==> src/sha_pkg.sv <==
package sha_pkg;

  localparam int unsigned BLOCK_WORDS  = 16;
  localparam int unsigned ROUNDS       = 64;
  localparam int unsigned DIGEST_WORDS = 8;
  localparam int unsigned QUEUE_DEPTH  = 4;

  // one word beat from the front end to the compression engine
  typedef struct packed {
    logic [31:0] word;
    logic        msg_end;  // last word of the last block of a message
  } sha_beat_t;

  localparam logic [31:0] ROUND_K [ROUNDS] = '{
    32'h428a2f98, 32'h71374491, 32'hb5c0fbcf, 32'he9b5dba5,
    32'h3956c25b, 32'h59f111f1, 32'h923f82a4, 32'hab1c5ed5,
    32'hd807aa98, 32'h12835b01, 32'h243185be, 32'h550c7dc3,
    32'h72be5d74, 32'h80deb1fe, 32'h9bdc06a7, 32'hc19bf174,
    32'he49b69c1, 32'hefbe4786, 32'h0fc19dc6, 32'h240ca1cc,
    32'h2de92c6f, 32'h4a7484aa, 32'h5cb0a9dc, 32'h76f988da,
    32'h983e5152, 32'ha831c66d, 32'hb00327c8, 32'hbf597fc7,
    32'hc6e00bf3, 32'hd5a79147, 32'h06ca6351, 32'h14292967,
    32'h27b70a85, 32'h2e1b2138, 32'h4d2c6dfc, 32'h53380d13,
    32'h650a7354, 32'h766a0abb, 32'h81c2c92e, 32'h92722c85,
    32'ha2bfe8a1, 32'ha81a664b, 32'hc24b8b70, 32'hc76c51a3,
    32'hd192e819, 32'hd6990624, 32'hf40e3585, 32'h106aa070,
    32'h19a4c116, 32'h1e376c08, 32'h2748774c, 32'h34b0bcb5,
    32'h391c0cb3, 32'h4ed8aa4a, 32'h5b9cca4f, 32'h682e6ff3,
    32'h748f82ee, 32'h78a5636f, 32'h84c87814, 32'h8cc70208,
    32'h90befffa, 32'ha4506ceb, 32'hbef9a3f7, 32'hc67178f2
  };

  localparam logic [31:0] INIT_H [DIGEST_WORDS] = '{
    32'h6a09e667, 32'hbb67ae85, 32'h3c6ef372, 32'ha54ff53a,
    32'h510e527f, 32'h9b05688c, 32'h1f83d9ab, 32'h5be0cd19
  };

  localparam logic [7:0] PAD_BYTE = 8'h80;

endpackage

==> src/sha256_stream_hasher.sv <==
// Channel  Handshake          Payload                                       Beat moves
// -------  -----------------  --------------------------------------------  -------------------
// input    push / full        data_word_i[31:0] byte_count_i[2:0] final_item_i  message word
// result   empty / pop        digest_word_o[31:0] word_index_o[2:0] last_word_o  one digest word
//
// An input beat is taken while the word queue has room and no padding is under way; a final beat
// is followed by 3 to 18 padding words (0x80 marker, zero fill, 64-bit bit length), one per cycle
// while the queue has room, with full high throughout.
// The compression engine works through each 64-byte block in 16 loads, 64 rounds of one shared
// round unit and one chaining add, and pops no new word until that block is through.
// A word queue separates front end and engine; eight digest words follow each message,
// and the engine holds in its final add until the previous digest has been popped.
// Reset is asynchronous, active low; it loads the initial hash values, no clearing pass.
module sha256_stream_hasher #(
  parameter int unsigned QUEUE_DEPTH = sha_pkg::QUEUE_DEPTH
) (
  input  logic        clk_i,
  input  logic        rst_ni,
  input  logic        push,
  output logic        full,
  input  logic [31:0] data_word_i,
  input  logic [2:0]  byte_count_i,
  input  logic        final_item_i,
  output logic        empty,
  input  logic        pop,
  output logic [31:0] digest_word_o,
  output logic [2:0]  word_index_o,
  output logic        last_word_o
);

  // word beats between the byte packer and the engine
  sha_pkg::sha_beat_t fq_in, fq_out;
  logic fq_push, fq_full, fq_pop, fq_empty;

  // byte packer and padding sequencer
  sha_front u_front (
    .clk_i        (clk_i),
    .rst_ni       (rst_ni),
    .push_i       (push),
    .data_word_i  (data_word_i),
    .byte_count_i (byte_count_i),
    .final_item_i (final_item_i),
    .full_o       (full),
    .q_full_i     (fq_full),
    .q_push_o     (fq_push),
    .q_data_o     (fq_in)
  );

  sha_queue #(
    .DEPTH (QUEUE_DEPTH)
  ) u_queue (
    .clk_i   (clk_i),
    .rst_ni  (rst_ni),
    .push_i  (fq_push),
    .data_i  (fq_in),
    .full_o  (fq_full),
    .pop_i   (fq_pop),
    .data_o  (fq_out),
    .empty_o (fq_empty)
  );

  // schedule, round unit, chaining and digest hold register
  sha_core u_core (
    .clk_i         (clk_i),
    .rst_ni        (rst_ni),
    .q_data_i      (fq_out),
    .q_empty_i     (fq_empty),
    .q_pop_o       (fq_pop),
    .empty_o       (empty),
    .pop_i         (pop),
    .digest_word_o (digest_word_o),
    .word_index_o  (word_index_o),
    .last_word_o   (last_word_o)
  );

endmodule

==> src/sha_front.sv <==
module sha_front (
  input  logic              clk_i,
  input  logic              rst_ni,
  input  logic              push_i,
  input  logic [31:0]       data_word_i,
  input  logic [2:0]        byte_count_i,
  input  logic              final_item_i,
  output logic              full_o,
  input  logic              q_full_i,
  output logic              q_push_o,
  output sha_pkg::sha_beat_t q_data_o
);

  localparam logic [2:0] F_IDLE  = 3'd0;
  localparam logic [2:0] F_PAD   = 3'd1;
  localparam logic [2:0] F_ZERO  = 3'd2;
  localparam logic [2:0] F_LENHI = 3'd3;
  localparam logic [2:0] F_LENLO = 3'd4;

  localparam logic [3:0] LEN_POS = 4'd14;  // word slot of the length high half

  localparam logic [7:0] PAD_BYTE_W = sha_pkg::PAD_BYTE;

  logic [2:0]  state_q, state_d;
  logic [23:0] acc_q, acc_d;      // leftover bytes, first byte at the top
  logic [1:0]  acc_n_q, acc_n_d;
  logic [60:0] msg_q, msg_d;
  logic [3:0]  pos_q, pos_d;      // word slot within the current block

  logic [2:0]  cnt_sat;
  logic [31:0] data_m;
  logic [55:0] cat;
  logic [2:0]  total;
  logic [3:0]  pos_inc;
  logic        accept;

  assign full_o = (state_q != F_IDLE) || q_full_i;
  assign accept = push_i && !full_o;

  always_comb begin
    cnt_sat = (byte_count_i > 3'd4) ? 3'd4 : byte_count_i;
    data_m  = data_word_i & ~(32'hFFFF_FFFF >> {cnt_sat, 3'b000});
    cat     = {acc_q, 32'h0} | ({data_m, 24'h0} >> {acc_n_q, 3'b000});
    total   = {1'b0, acc_n_q} + cnt_sat;
    pos_inc = pos_q + 4'd1;

    state_d  = state_q;
    acc_d    = acc_q;
    acc_n_d  = acc_n_q;
    msg_d    = msg_q;
    q_push_o = 1'b0;
    q_data_o = '{word: cat[55:24], msg_end: 1'b0};

    unique case (state_q)
      F_IDLE: begin
        if (accept) begin
          msg_d = msg_q + 61'(cnt_sat);
          if (total >= 3'd4) begin
            q_push_o = 1'b1;
            acc_d    = cat[23:0];
            acc_n_d  = 2'(total - 3'd4);
          end else begin
            acc_d   = cat[55:32];
            acc_n_d = total[1:0];
          end
          if (final_item_i) begin
            state_d = F_PAD;
          end
        end
      end
      F_PAD: begin
        // leftover bytes, then the 0x80 marker, then zeros
        q_data_o.word = {acc_q, 8'h00} | ({PAD_BYTE_W, 24'h0} >> {acc_n_q, 3'b000});
        if (!q_full_i) begin
          q_push_o = 1'b1;
          acc_d    = '0;
          acc_n_d  = '0;
          state_d  = (pos_inc == LEN_POS) ? F_LENHI : F_ZERO;
        end
      end
      F_ZERO: begin
        q_data_o.word = '0;
        if (!q_full_i) begin
          q_push_o = 1'b1;
          if (pos_inc == LEN_POS) begin
            state_d = F_LENHI;
          end
        end
      end
      F_LENHI: begin
        q_data_o.word = msg_q[60:29];
        if (!q_full_i) begin
          q_push_o = 1'b1;
          state_d  = F_LENLO;
        end
      end
      F_LENLO: begin
        q_data_o = '{word: {msg_q[28:0], 3'b000}, msg_end: 1'b1};
        if (!q_full_i) begin
          q_push_o = 1'b1;
          msg_d    = '0;
          state_d  = F_IDLE;
        end
      end
      default: begin
        state_d = F_IDLE;
      end
    endcase

    pos_d = q_push_o ? pos_inc : pos_q;
  end

  always_ff @(posedge clk_i or negedge rst_ni) begin
    if (!rst_ni) begin
      state_q <= F_IDLE;
      acc_q   <= '0;
      acc_n_q <= '0;
      msg_q   <= '0;
      pos_q   <= '0;
    end else begin
      state_q <= state_d;
      acc_q   <= acc_d;
      acc_n_q <= acc_n_d;
      msg_q   <= msg_d;
      pos_q   <= pos_d;
    end
  end

endmodule

==> src/sha_queue.sv <==
module sha_queue #(
  parameter int unsigned DEPTH = sha_pkg::QUEUE_DEPTH
) (
  input  logic               clk_i,
  input  logic               rst_ni,
  input  logic               push_i,
  input  sha_pkg::sha_beat_t data_i,
  output logic               full_o,
  input  logic               pop_i,
  output sha_pkg::sha_beat_t data_o,
  output logic               empty_o
);

  localparam int unsigned PTR_W = (DEPTH > 1) ? $clog2(DEPTH) : 1;
  localparam int unsigned CNT_W = $clog2(DEPTH + 1);
  localparam logic [PTR_W-1:0] LAST_PTR = PTR_W'(DEPTH - 1);
  localparam logic [CNT_W-1:0] FULL_CNT = CNT_W'(DEPTH);

  sha_pkg::sha_beat_t mem_q [DEPTH];
  logic [PTR_W-1:0] wr_q, rd_q;
  logic [CNT_W-1:0] cnt_q;
  logic             do_push, do_pop;

  assign full_o  = (cnt_q == FULL_CNT);
  assign empty_o = (cnt_q == '0);
  assign do_push = push_i && !full_o;
  assign do_pop  = pop_i && !empty_o;
  assign data_o  = mem_q[rd_q];

  always_ff @(posedge clk_i) begin
    if (do_push) begin
      mem_q[wr_q] <= data_i;
    end
  end

  always_ff @(posedge clk_i or negedge rst_ni) begin
    if (!rst_ni) begin
      wr_q  <= '0;
      rd_q  <= '0;
      cnt_q <= '0;
    end else begin
      if (do_push) begin
        wr_q <= (wr_q == LAST_PTR) ? '0 : wr_q + PTR_W'(1);
      end
      if (do_pop) begin
        rd_q <= (rd_q == LAST_PTR) ? '0 : rd_q + PTR_W'(1);
      end
      if (do_push && !do_pop) begin
        cnt_q <= cnt_q + CNT_W'(1);
      end else if (do_pop && !do_push) begin
        cnt_q <= cnt_q - CNT_W'(1);
      end
    end
  end

endmodule

==> src/sha_core.sv <==
module sha_core (
  input  logic               clk_i,
  input  logic               rst_ni,
  input  sha_pkg::sha_beat_t q_data_i,
  input  logic               q_empty_i,
  output logic               q_pop_o,
  output logic               empty_o,
  input  logic               pop_i,
  output logic [31:0]        digest_word_o,
  output logic [2:0]         word_index_o,
  output logic               last_word_o
);

  localparam logic [1:0] B_LOAD = 2'd0;
  localparam logic [1:0] B_RUN  = 2'd1;
  localparam logic [1:0] B_ADD  = 2'd2;

  localparam logic [5:0] LOAD_LAST  = 6'(sha_pkg::BLOCK_WORDS - 1);
  localparam logic [5:0] ROUND_LAST = 6'(sha_pkg::ROUNDS - 1);

  function automatic logic [31:0] bsig0(input logic [31:0] x);
    return {x[1:0], x[31:2]} ^ {x[12:0], x[31:13]} ^ {x[21:0], x[31:22]};
  endfunction

  function automatic logic [31:0] bsig1(input logic [31:0] x);
    return {x[5:0], x[31:6]} ^ {x[10:0], x[31:11]} ^ {x[24:0], x[31:25]};
  endfunction

  function automatic logic [31:0] ssig0(input logic [31:0] x);
    return {x[6:0], x[31:7]} ^ {x[17:0], x[31:18]} ^ {3'b000, x[31:3]};
  endfunction

  function automatic logic [31:0] ssig1(input logic [31:0] x);
    return {x[16:0], x[31:17]} ^ {x[18:0], x[31:19]} ^ {10'h000, x[31:10]};
  endfunction

  logic [1:0]  state_q;
  logic [5:0]  cnt_q;
  logic        end_q;
  logic        dig_valid_q;
  logic [2:0]  idx_q;
  logic [31:0] h_q   [sha_pkg::DIGEST_WORDS];
  logic [31:0] s_q   [sha_pkg::DIGEST_WORDS];
  logic [31:0] dig_q [sha_pkg::DIGEST_WORDS];
  logic [31:0] w_q   [sha_pkg::BLOCK_WORDS];

  logic [31:0] t1, t2, w_new;
  logic [31:0] sum [sha_pkg::DIGEST_WORDS];
  logic        load_beat, finish_msg, out_beat;

  always_comb begin
    t1 = s_q[7] + bsig1(s_q[4]) + ((s_q[4] & s_q[5]) ^ (~s_q[4] & s_q[6]))
         + sha_pkg::ROUND_K[cnt_q] + w_q[0];
    t2 = bsig0(s_q[0]) + ((s_q[0] & s_q[1]) ^ (s_q[0] & s_q[2]) ^ (s_q[1] & s_q[2]));
    w_new = ssig1(w_q[14]) + w_q[9] + ssig0(w_q[1]) + w_q[0];
    for (int i = 0; i < sha_pkg::DIGEST_WORDS; i++) begin
      sum[i] = h_q[i] + s_q[i];
    end
  end

  assign q_pop_o    = (state_q == B_LOAD) && !q_empty_i;
  assign load_beat  = q_pop_o;
  // the digest register must be drained before the next one lands
  assign finish_msg = (state_q == B_ADD) && end_q && !dig_valid_q;
  assign out_beat   = pop_i && dig_valid_q;

  assign empty_o       = !dig_valid_q;
  assign digest_word_o = dig_q[idx_q];
  assign word_index_o  = idx_q;
  assign last_word_o   = (idx_q == 3'(sha_pkg::DIGEST_WORDS - 1));

  // datapath
  always_ff @(posedge clk_i) begin
    if (load_beat) begin
      for (int i = 0; i < sha_pkg::BLOCK_WORDS - 1; i++) begin
        w_q[i] <= w_q[i+1];
      end
      w_q[sha_pkg::BLOCK_WORDS-1] <= q_data_i.word;
      if (cnt_q == LOAD_LAST) begin
        for (int i = 0; i < sha_pkg::DIGEST_WORDS; i++) begin
          s_q[i] <= h_q[i];
        end
      end
    end
    if (state_q == B_RUN) begin
      for (int i = 0; i < sha_pkg::BLOCK_WORDS - 1; i++) begin
        w_q[i] <= w_q[i+1];
      end
      w_q[sha_pkg::BLOCK_WORDS-1] <= w_new;
      s_q[0] <= t1 + t2;
      s_q[1] <= s_q[0];
      s_q[2] <= s_q[1];
      s_q[3] <= s_q[2];
      s_q[4] <= s_q[3] + t1;
      s_q[5] <= s_q[4];
      s_q[6] <= s_q[5];
      s_q[7] <= s_q[6];
    end
    if (finish_msg) begin
      for (int i = 0; i < sha_pkg::DIGEST_WORDS; i++) begin
        dig_q[i] <= sum[i];
      end
    end
  end

  // control and chaining state
  always_ff @(posedge clk_i or negedge rst_ni) begin
    if (!rst_ni) begin
      state_q     <= B_LOAD;
      cnt_q       <= '0;
      end_q       <= 1'b0;
      dig_valid_q <= 1'b0;
      idx_q       <= '0;
      for (int i = 0; i < sha_pkg::DIGEST_WORDS; i++) begin
        h_q[i] <= sha_pkg::INIT_H[i];
      end
    end else begin
      unique case (state_q)
        B_LOAD: begin
          if (load_beat) begin
            if (cnt_q == LOAD_LAST) begin
              end_q   <= q_data_i.msg_end;
              cnt_q   <= '0;
              state_q <= B_RUN;
            end else begin
              cnt_q <= cnt_q + 6'd1;
            end
          end
        end
        B_RUN: begin
          cnt_q <= cnt_q + 6'd1;
          if (cnt_q == ROUND_LAST) begin
            state_q <= B_ADD;
          end
        end
        B_ADD: begin
          cnt_q <= '0;
          if (!end_q) begin
            for (int i = 0; i < sha_pkg::DIGEST_WORDS; i++) begin
              h_q[i] <= sum[i];
            end
            state_q <= B_LOAD;
          end else if (finish_msg) begin
            for (int i = 0; i < sha_pkg::DIGEST_WORDS; i++) begin
              h_q[i] <= sha_pkg::INIT_H[i];
            end
            state_q <= B_LOAD;
          end
        end
        default: begin
          state_q <= B_LOAD;
        end
      endcase

      if (finish_msg) begin
        dig_valid_q <= 1'b1;
        idx_q       <= '0;
      end else if (out_beat) begin
        idx_q <= idx_q + 3'd1;
        if (last_word_o) begin
          dig_valid_q <= 1'b0;
        end
      end
    end
  end

endmodule

==> config.mk <==
export PLATFORM = sky130hd
export DESIGN_NAME = sha256_stream_hasher
export DESIGN_NICKNAME = d
export VERILOG_FILES = /design/src/sha_pkg.sv /design/src/sha256_stream_hasher.sv /design/src/sha_front.sv /design/src/sha_queue.sv /design/src/sha_core.sv
export SDC_FILE = /design/constraint.sdc
export NUM_CORES = 2
export LEC_CHECK = 0
export CAP_MARGIN = 20
export CORE_ASPECT_RATIO = 2
export CORE_MARGIN = 2
export CORE_UTILIZATION = 65
export CTS_CLUSTER_SIZE = 14
export DETAILED_ROUTE_END_ITERATION = 8
export DONT_BUFFER_PORTS = 1
export PLACE_DENSITY = 0.82
export SKIP_CTS_REPAIR_TIMING = 1
export SYNTH_ARGS = -nofsm -noshare
export SYNTH_HDL_FRONTEND = slang
export SYNTH_SLANG_ARGS = --single-unit
==> constraint.sdc <==
create_clock -name clk_i -period 49.2 [get_ports clk_i]
set_input_delay 4.92 -clock clk_i [delete_from_list [all_inputs] [get_ports clk_i]]
set_output_delay 4.92 -clock clk_i [all_outputs]
set_load 0.03 [all_outputs]
==> flow_metrics.env <==
export IMPL_antenna_left=0
export IMPL_die_w_um=261
export IMPL_ys_warn_count=0
export IMPL_cts_root_buf="clkbuf_16"
export IMPL_routed_top_layer="met5"
export IMPL_path_common_cell="a21o_1"
export IMPL_fin_ws_ps=38190
export IMPL_die_h_um=518
export IMPL_path_clk_slew_ps=80
export IMPL_path_depth=36
export IMPL_htree_levels=4
export IMPL_syn_area_um2=85800
export IMPL_antenna_found_initial=6
export IMPL_synth_fp_nets=7636
export IMPL_vias=61200
export IMPL_hold_class="reg -> reg"
export IMPL_rsz0062_at_grt="false"
export IMPL_finalSetupViolCount=0
export IMPL_required_ps=49770
export IMPL_core_area_um2=131000
export IMPL_fin_tns_setup_ps=0
export IMPL_hold_depth=0
export IMPL_cts_sinks=1526
export IMPL_path_class="reg -> reg"
export IMPL_drive_gt1_share_pct=13.3
export IMPL_io_pin_count=78
export IMPL_synthCells=6988
export IMPL_pre_cts_slack_ps=38330
export IMPL_cts_buffer_depth=3
export IMPL_synthToLayoutAreaGrowth_pct=7.92
export IMPL_synth_edf_count=1156
export IMPL_fin_util_pct=70.7
export IMPL_fin_crit_sh_pct=22.4
export IMPL_worst_path_buf_inv=2
export IMPL_endpoint_kind="flop"
export IMPL_drt_iter0_drc=6512
export IMPL_dr_wl_met2_mm=143
export IMPL_skew_ps=53.4
export IMPL_dr_wl_met3_mm=19.7
export IMPL_start_kind="flop"
export IMPL_dieArea_um2=135000
export IMPL_gp_congestion=1.08
export IMPL_grt_max_degree=371
export IMPL_cp_arrival_ps=11580
export IMPL_ys_async_sr_fraction_pct=24.2
export IMPL_drcViolationCount=0
export IMPL_ys_seq_elements=1526
export IMPL_start_util_pct=65.5
export IMPL_synth_top_cells_by_count="1156 x edfxtp_1, 469 x xnor2_1, 427 x a21oi_1, 410 x ha_1, 398 x nand2_1"
export IMPL_yosys_area_top_type_share_pct=40.5
export IMPL_synth_distinct_cells=106
export IMPL_std_cell_rows=188
export IMPL_grt_total_usage_pct=43.1
export IMPL_failed_checks="slew limit"
export IMPL_cts_tree="done"
export IMPL_wl_per_cell_um=32.8
export IMPL_grt_remaining_overflow=0
export IMPL_max_cap_violations=0
export IMPL_max_stage_delay_ps=860
export IMPL_syn_area_per_cell_um2=12.3
export IMPL_synth_area_leaders="edfxtp_1 40%, dfrtp_1 6.8%, ha_1 6.0%"
export IMPL_synth_top_area_cell="edfxtp_1"
export IMPL_clk_latency_ps=820
export IMPL_critical_path_top_delay_family="compound AO/OA/AOI/OAI gates"
export IMPL_grt_pass1_vias=63200
export IMPL_numCtsBuffers=141
export IMPL_drtPass1Iterations=6
export IMPL_slowest_stage="ha_1"
export IMPL_ys_seq_area_share_pct=51.5
export IMPL_max_clock_freq_ghz=0.0908
export IMPL_period_minus_slack_ps=11010
export IMPL_finalHoldViolCount=0
export IMPL_r2r_cells=36
export IMPL_worstPathMaxFanout=21
export IMPL_port_buffer_count=0
export IMPL_worst_slew_pin_slew_ps=2260
export IMPL_grt_pass1_wl_mm=417
export IMPL_finalNetCount=7567
export IMPL_dp_hpwl_mm=208
export IMPL_synthFlopType="edfxtp_1"
export IMPL_slew_viol_final=154
export IMPL_wl_mm=287
export IMPL_viasPerCell=7.01
export IMPL_relSlewSlack_pct=-50.8
export IMPL_wl_met1_mm=84.1
export IMPL_outcome="finished, violations left"
export IMPL_synth_most_common_cell="edfxtp_1"
export IMPL_fillers=8833
layout by cell type, fill, tap and decap left out, drive strengths merged, types with 51 or more instances in the layout:
| cell | count |
|---|---|
| edfxtp | 1156 |
| xnor2 | 469 |
| a21oi | 436 |
| ha | 410 |
| nand2 | 398 |
| nor2 | 356 |
| o21ai | 324 |
| inv | 319 |
| mux2 | 272 |
| dfrtp | 234 |
| clkbuf | 199 |
| a21o | 198 |
| fa | 198 |
| xor2 | 152 |
| dfstp | 136 |
| nand3 | 123 |
| a22o | 123 |
| buf | 119 |
| o22a | 112 |
| mux4 | 98 |
| nor3 | 90 |
| o21a | 67 |
| nand2b | 60 |
| o21bai | 57 |
| nor2b | 54 |
| or3 | 53 |
| a211oi | 52 |
| and3 | 51 |
state kept, by name, summed over array words and instances (netlist names):
| register | count |
|---|---|
| u_core.cnt_q | 6 |
| u_core.dig_q | 256 |
| u_core.dig_valid_q | 1 |
| u_core.end_q | 1 |
| u_core.h_q | 256 |
| u_core.s_q | 256 |
| u_core.state_q | 2 |
| u_core.w_q | 512 |
| u_core.word_index_o | 3 |
| u_front.acc_n_q | 2 |
| u_front.acc_q | 24 |
| u_front.msg_q | 61 |
| u_front.pos_q | 4 |
| u_front.state_q | 3 |
| u_queue.cnt_q | 3 |
| u_queue.mem_q | 132 |
| u_queue.rd_q | 2 |
| u_queue.wr_q | 2 |
routing by layer:
| metal | up-vias | global-route usage [%] |
|---|---|---|
| li1 | 25800 | - |
| met1 | 30300 | 40.6 |
| met2 | 3543 | 72.5 |
| met3 | 1524 | 9.60 |
| met4 | 4 | 47.4 |
| met5 | - | 0.110 |
worst paths after layout:
| path | startpoint | endpoint | slack [ps] |
|---|---|---|---|
| max in group asynchronous | rst_ni | u_core.word_index_o[0] | 43510 |
| worst max register to register | u_core.cnt_q[1] | u_core.s_q[0][28] | 38190 |
| worst min-delay path | u_core.w_q[0][261] | u_core.w_q[0][229] | 400 |
| worst min register to register | u_core.w_q[0][261] | u_core.w_q[0][229] | 400 |
| min in group asynchronous | rst_ni | u_front.msg_q[9] | 3820 |
| worst max-delay path | u_core.cnt_q[1] | u_core.s_q[0][28] | 38190 |
cell type report:
type                    instances  area (um2)  share of cell area (%)
repair buffers                122         958                    1.04
clock inverters                53         903                   0.976
inverters                     316        1190                    1.28
flip-flops and latches       1526       44200                    47.7
well taps                    1710        2140                    2.31
clock buffers                 196        3930                    4.24
multi-input cells            4812       39300                    42.4
diodes                          4        10.0                  0.0108
cells by family (layout without fill, tap and decap cells):
logic type               Yosys count  after routing  synth area share [%]
XOR/XNOR                         621            621                  6.34
multiplexers                     409            409                  6.60
buffers and inverters            650            687                  2.84
AND/OR/NAND/NOR                 1379           1379                  7.75
flip-flops                      1526           1526                  51.5
adder cells (fa/ha/maj)          631            631                  10.9
AO/OA/AOI/OAI                   1772           1772                  14.1
other                              0              4                     0
through the flow:
| step | hold WS, ps | cells | instance area (um2) |
|---|---|---|---|
| after global placement | 400 | 8471 | 87600 |
| after detailed placement | 405 | 8472 | 87600 |
| after floorplan | 400 | 6988 | 85800 |
| after CTS | 403 | 8721 | 92400 |
| final | 401 | 8739 | 92600 |
| after global routing | 414 | 8737 | 92600 |
Power is left out: the tool's default activity adds up to more than one toggle a clock period on the data nets, which glitch-free logic cannot reach.
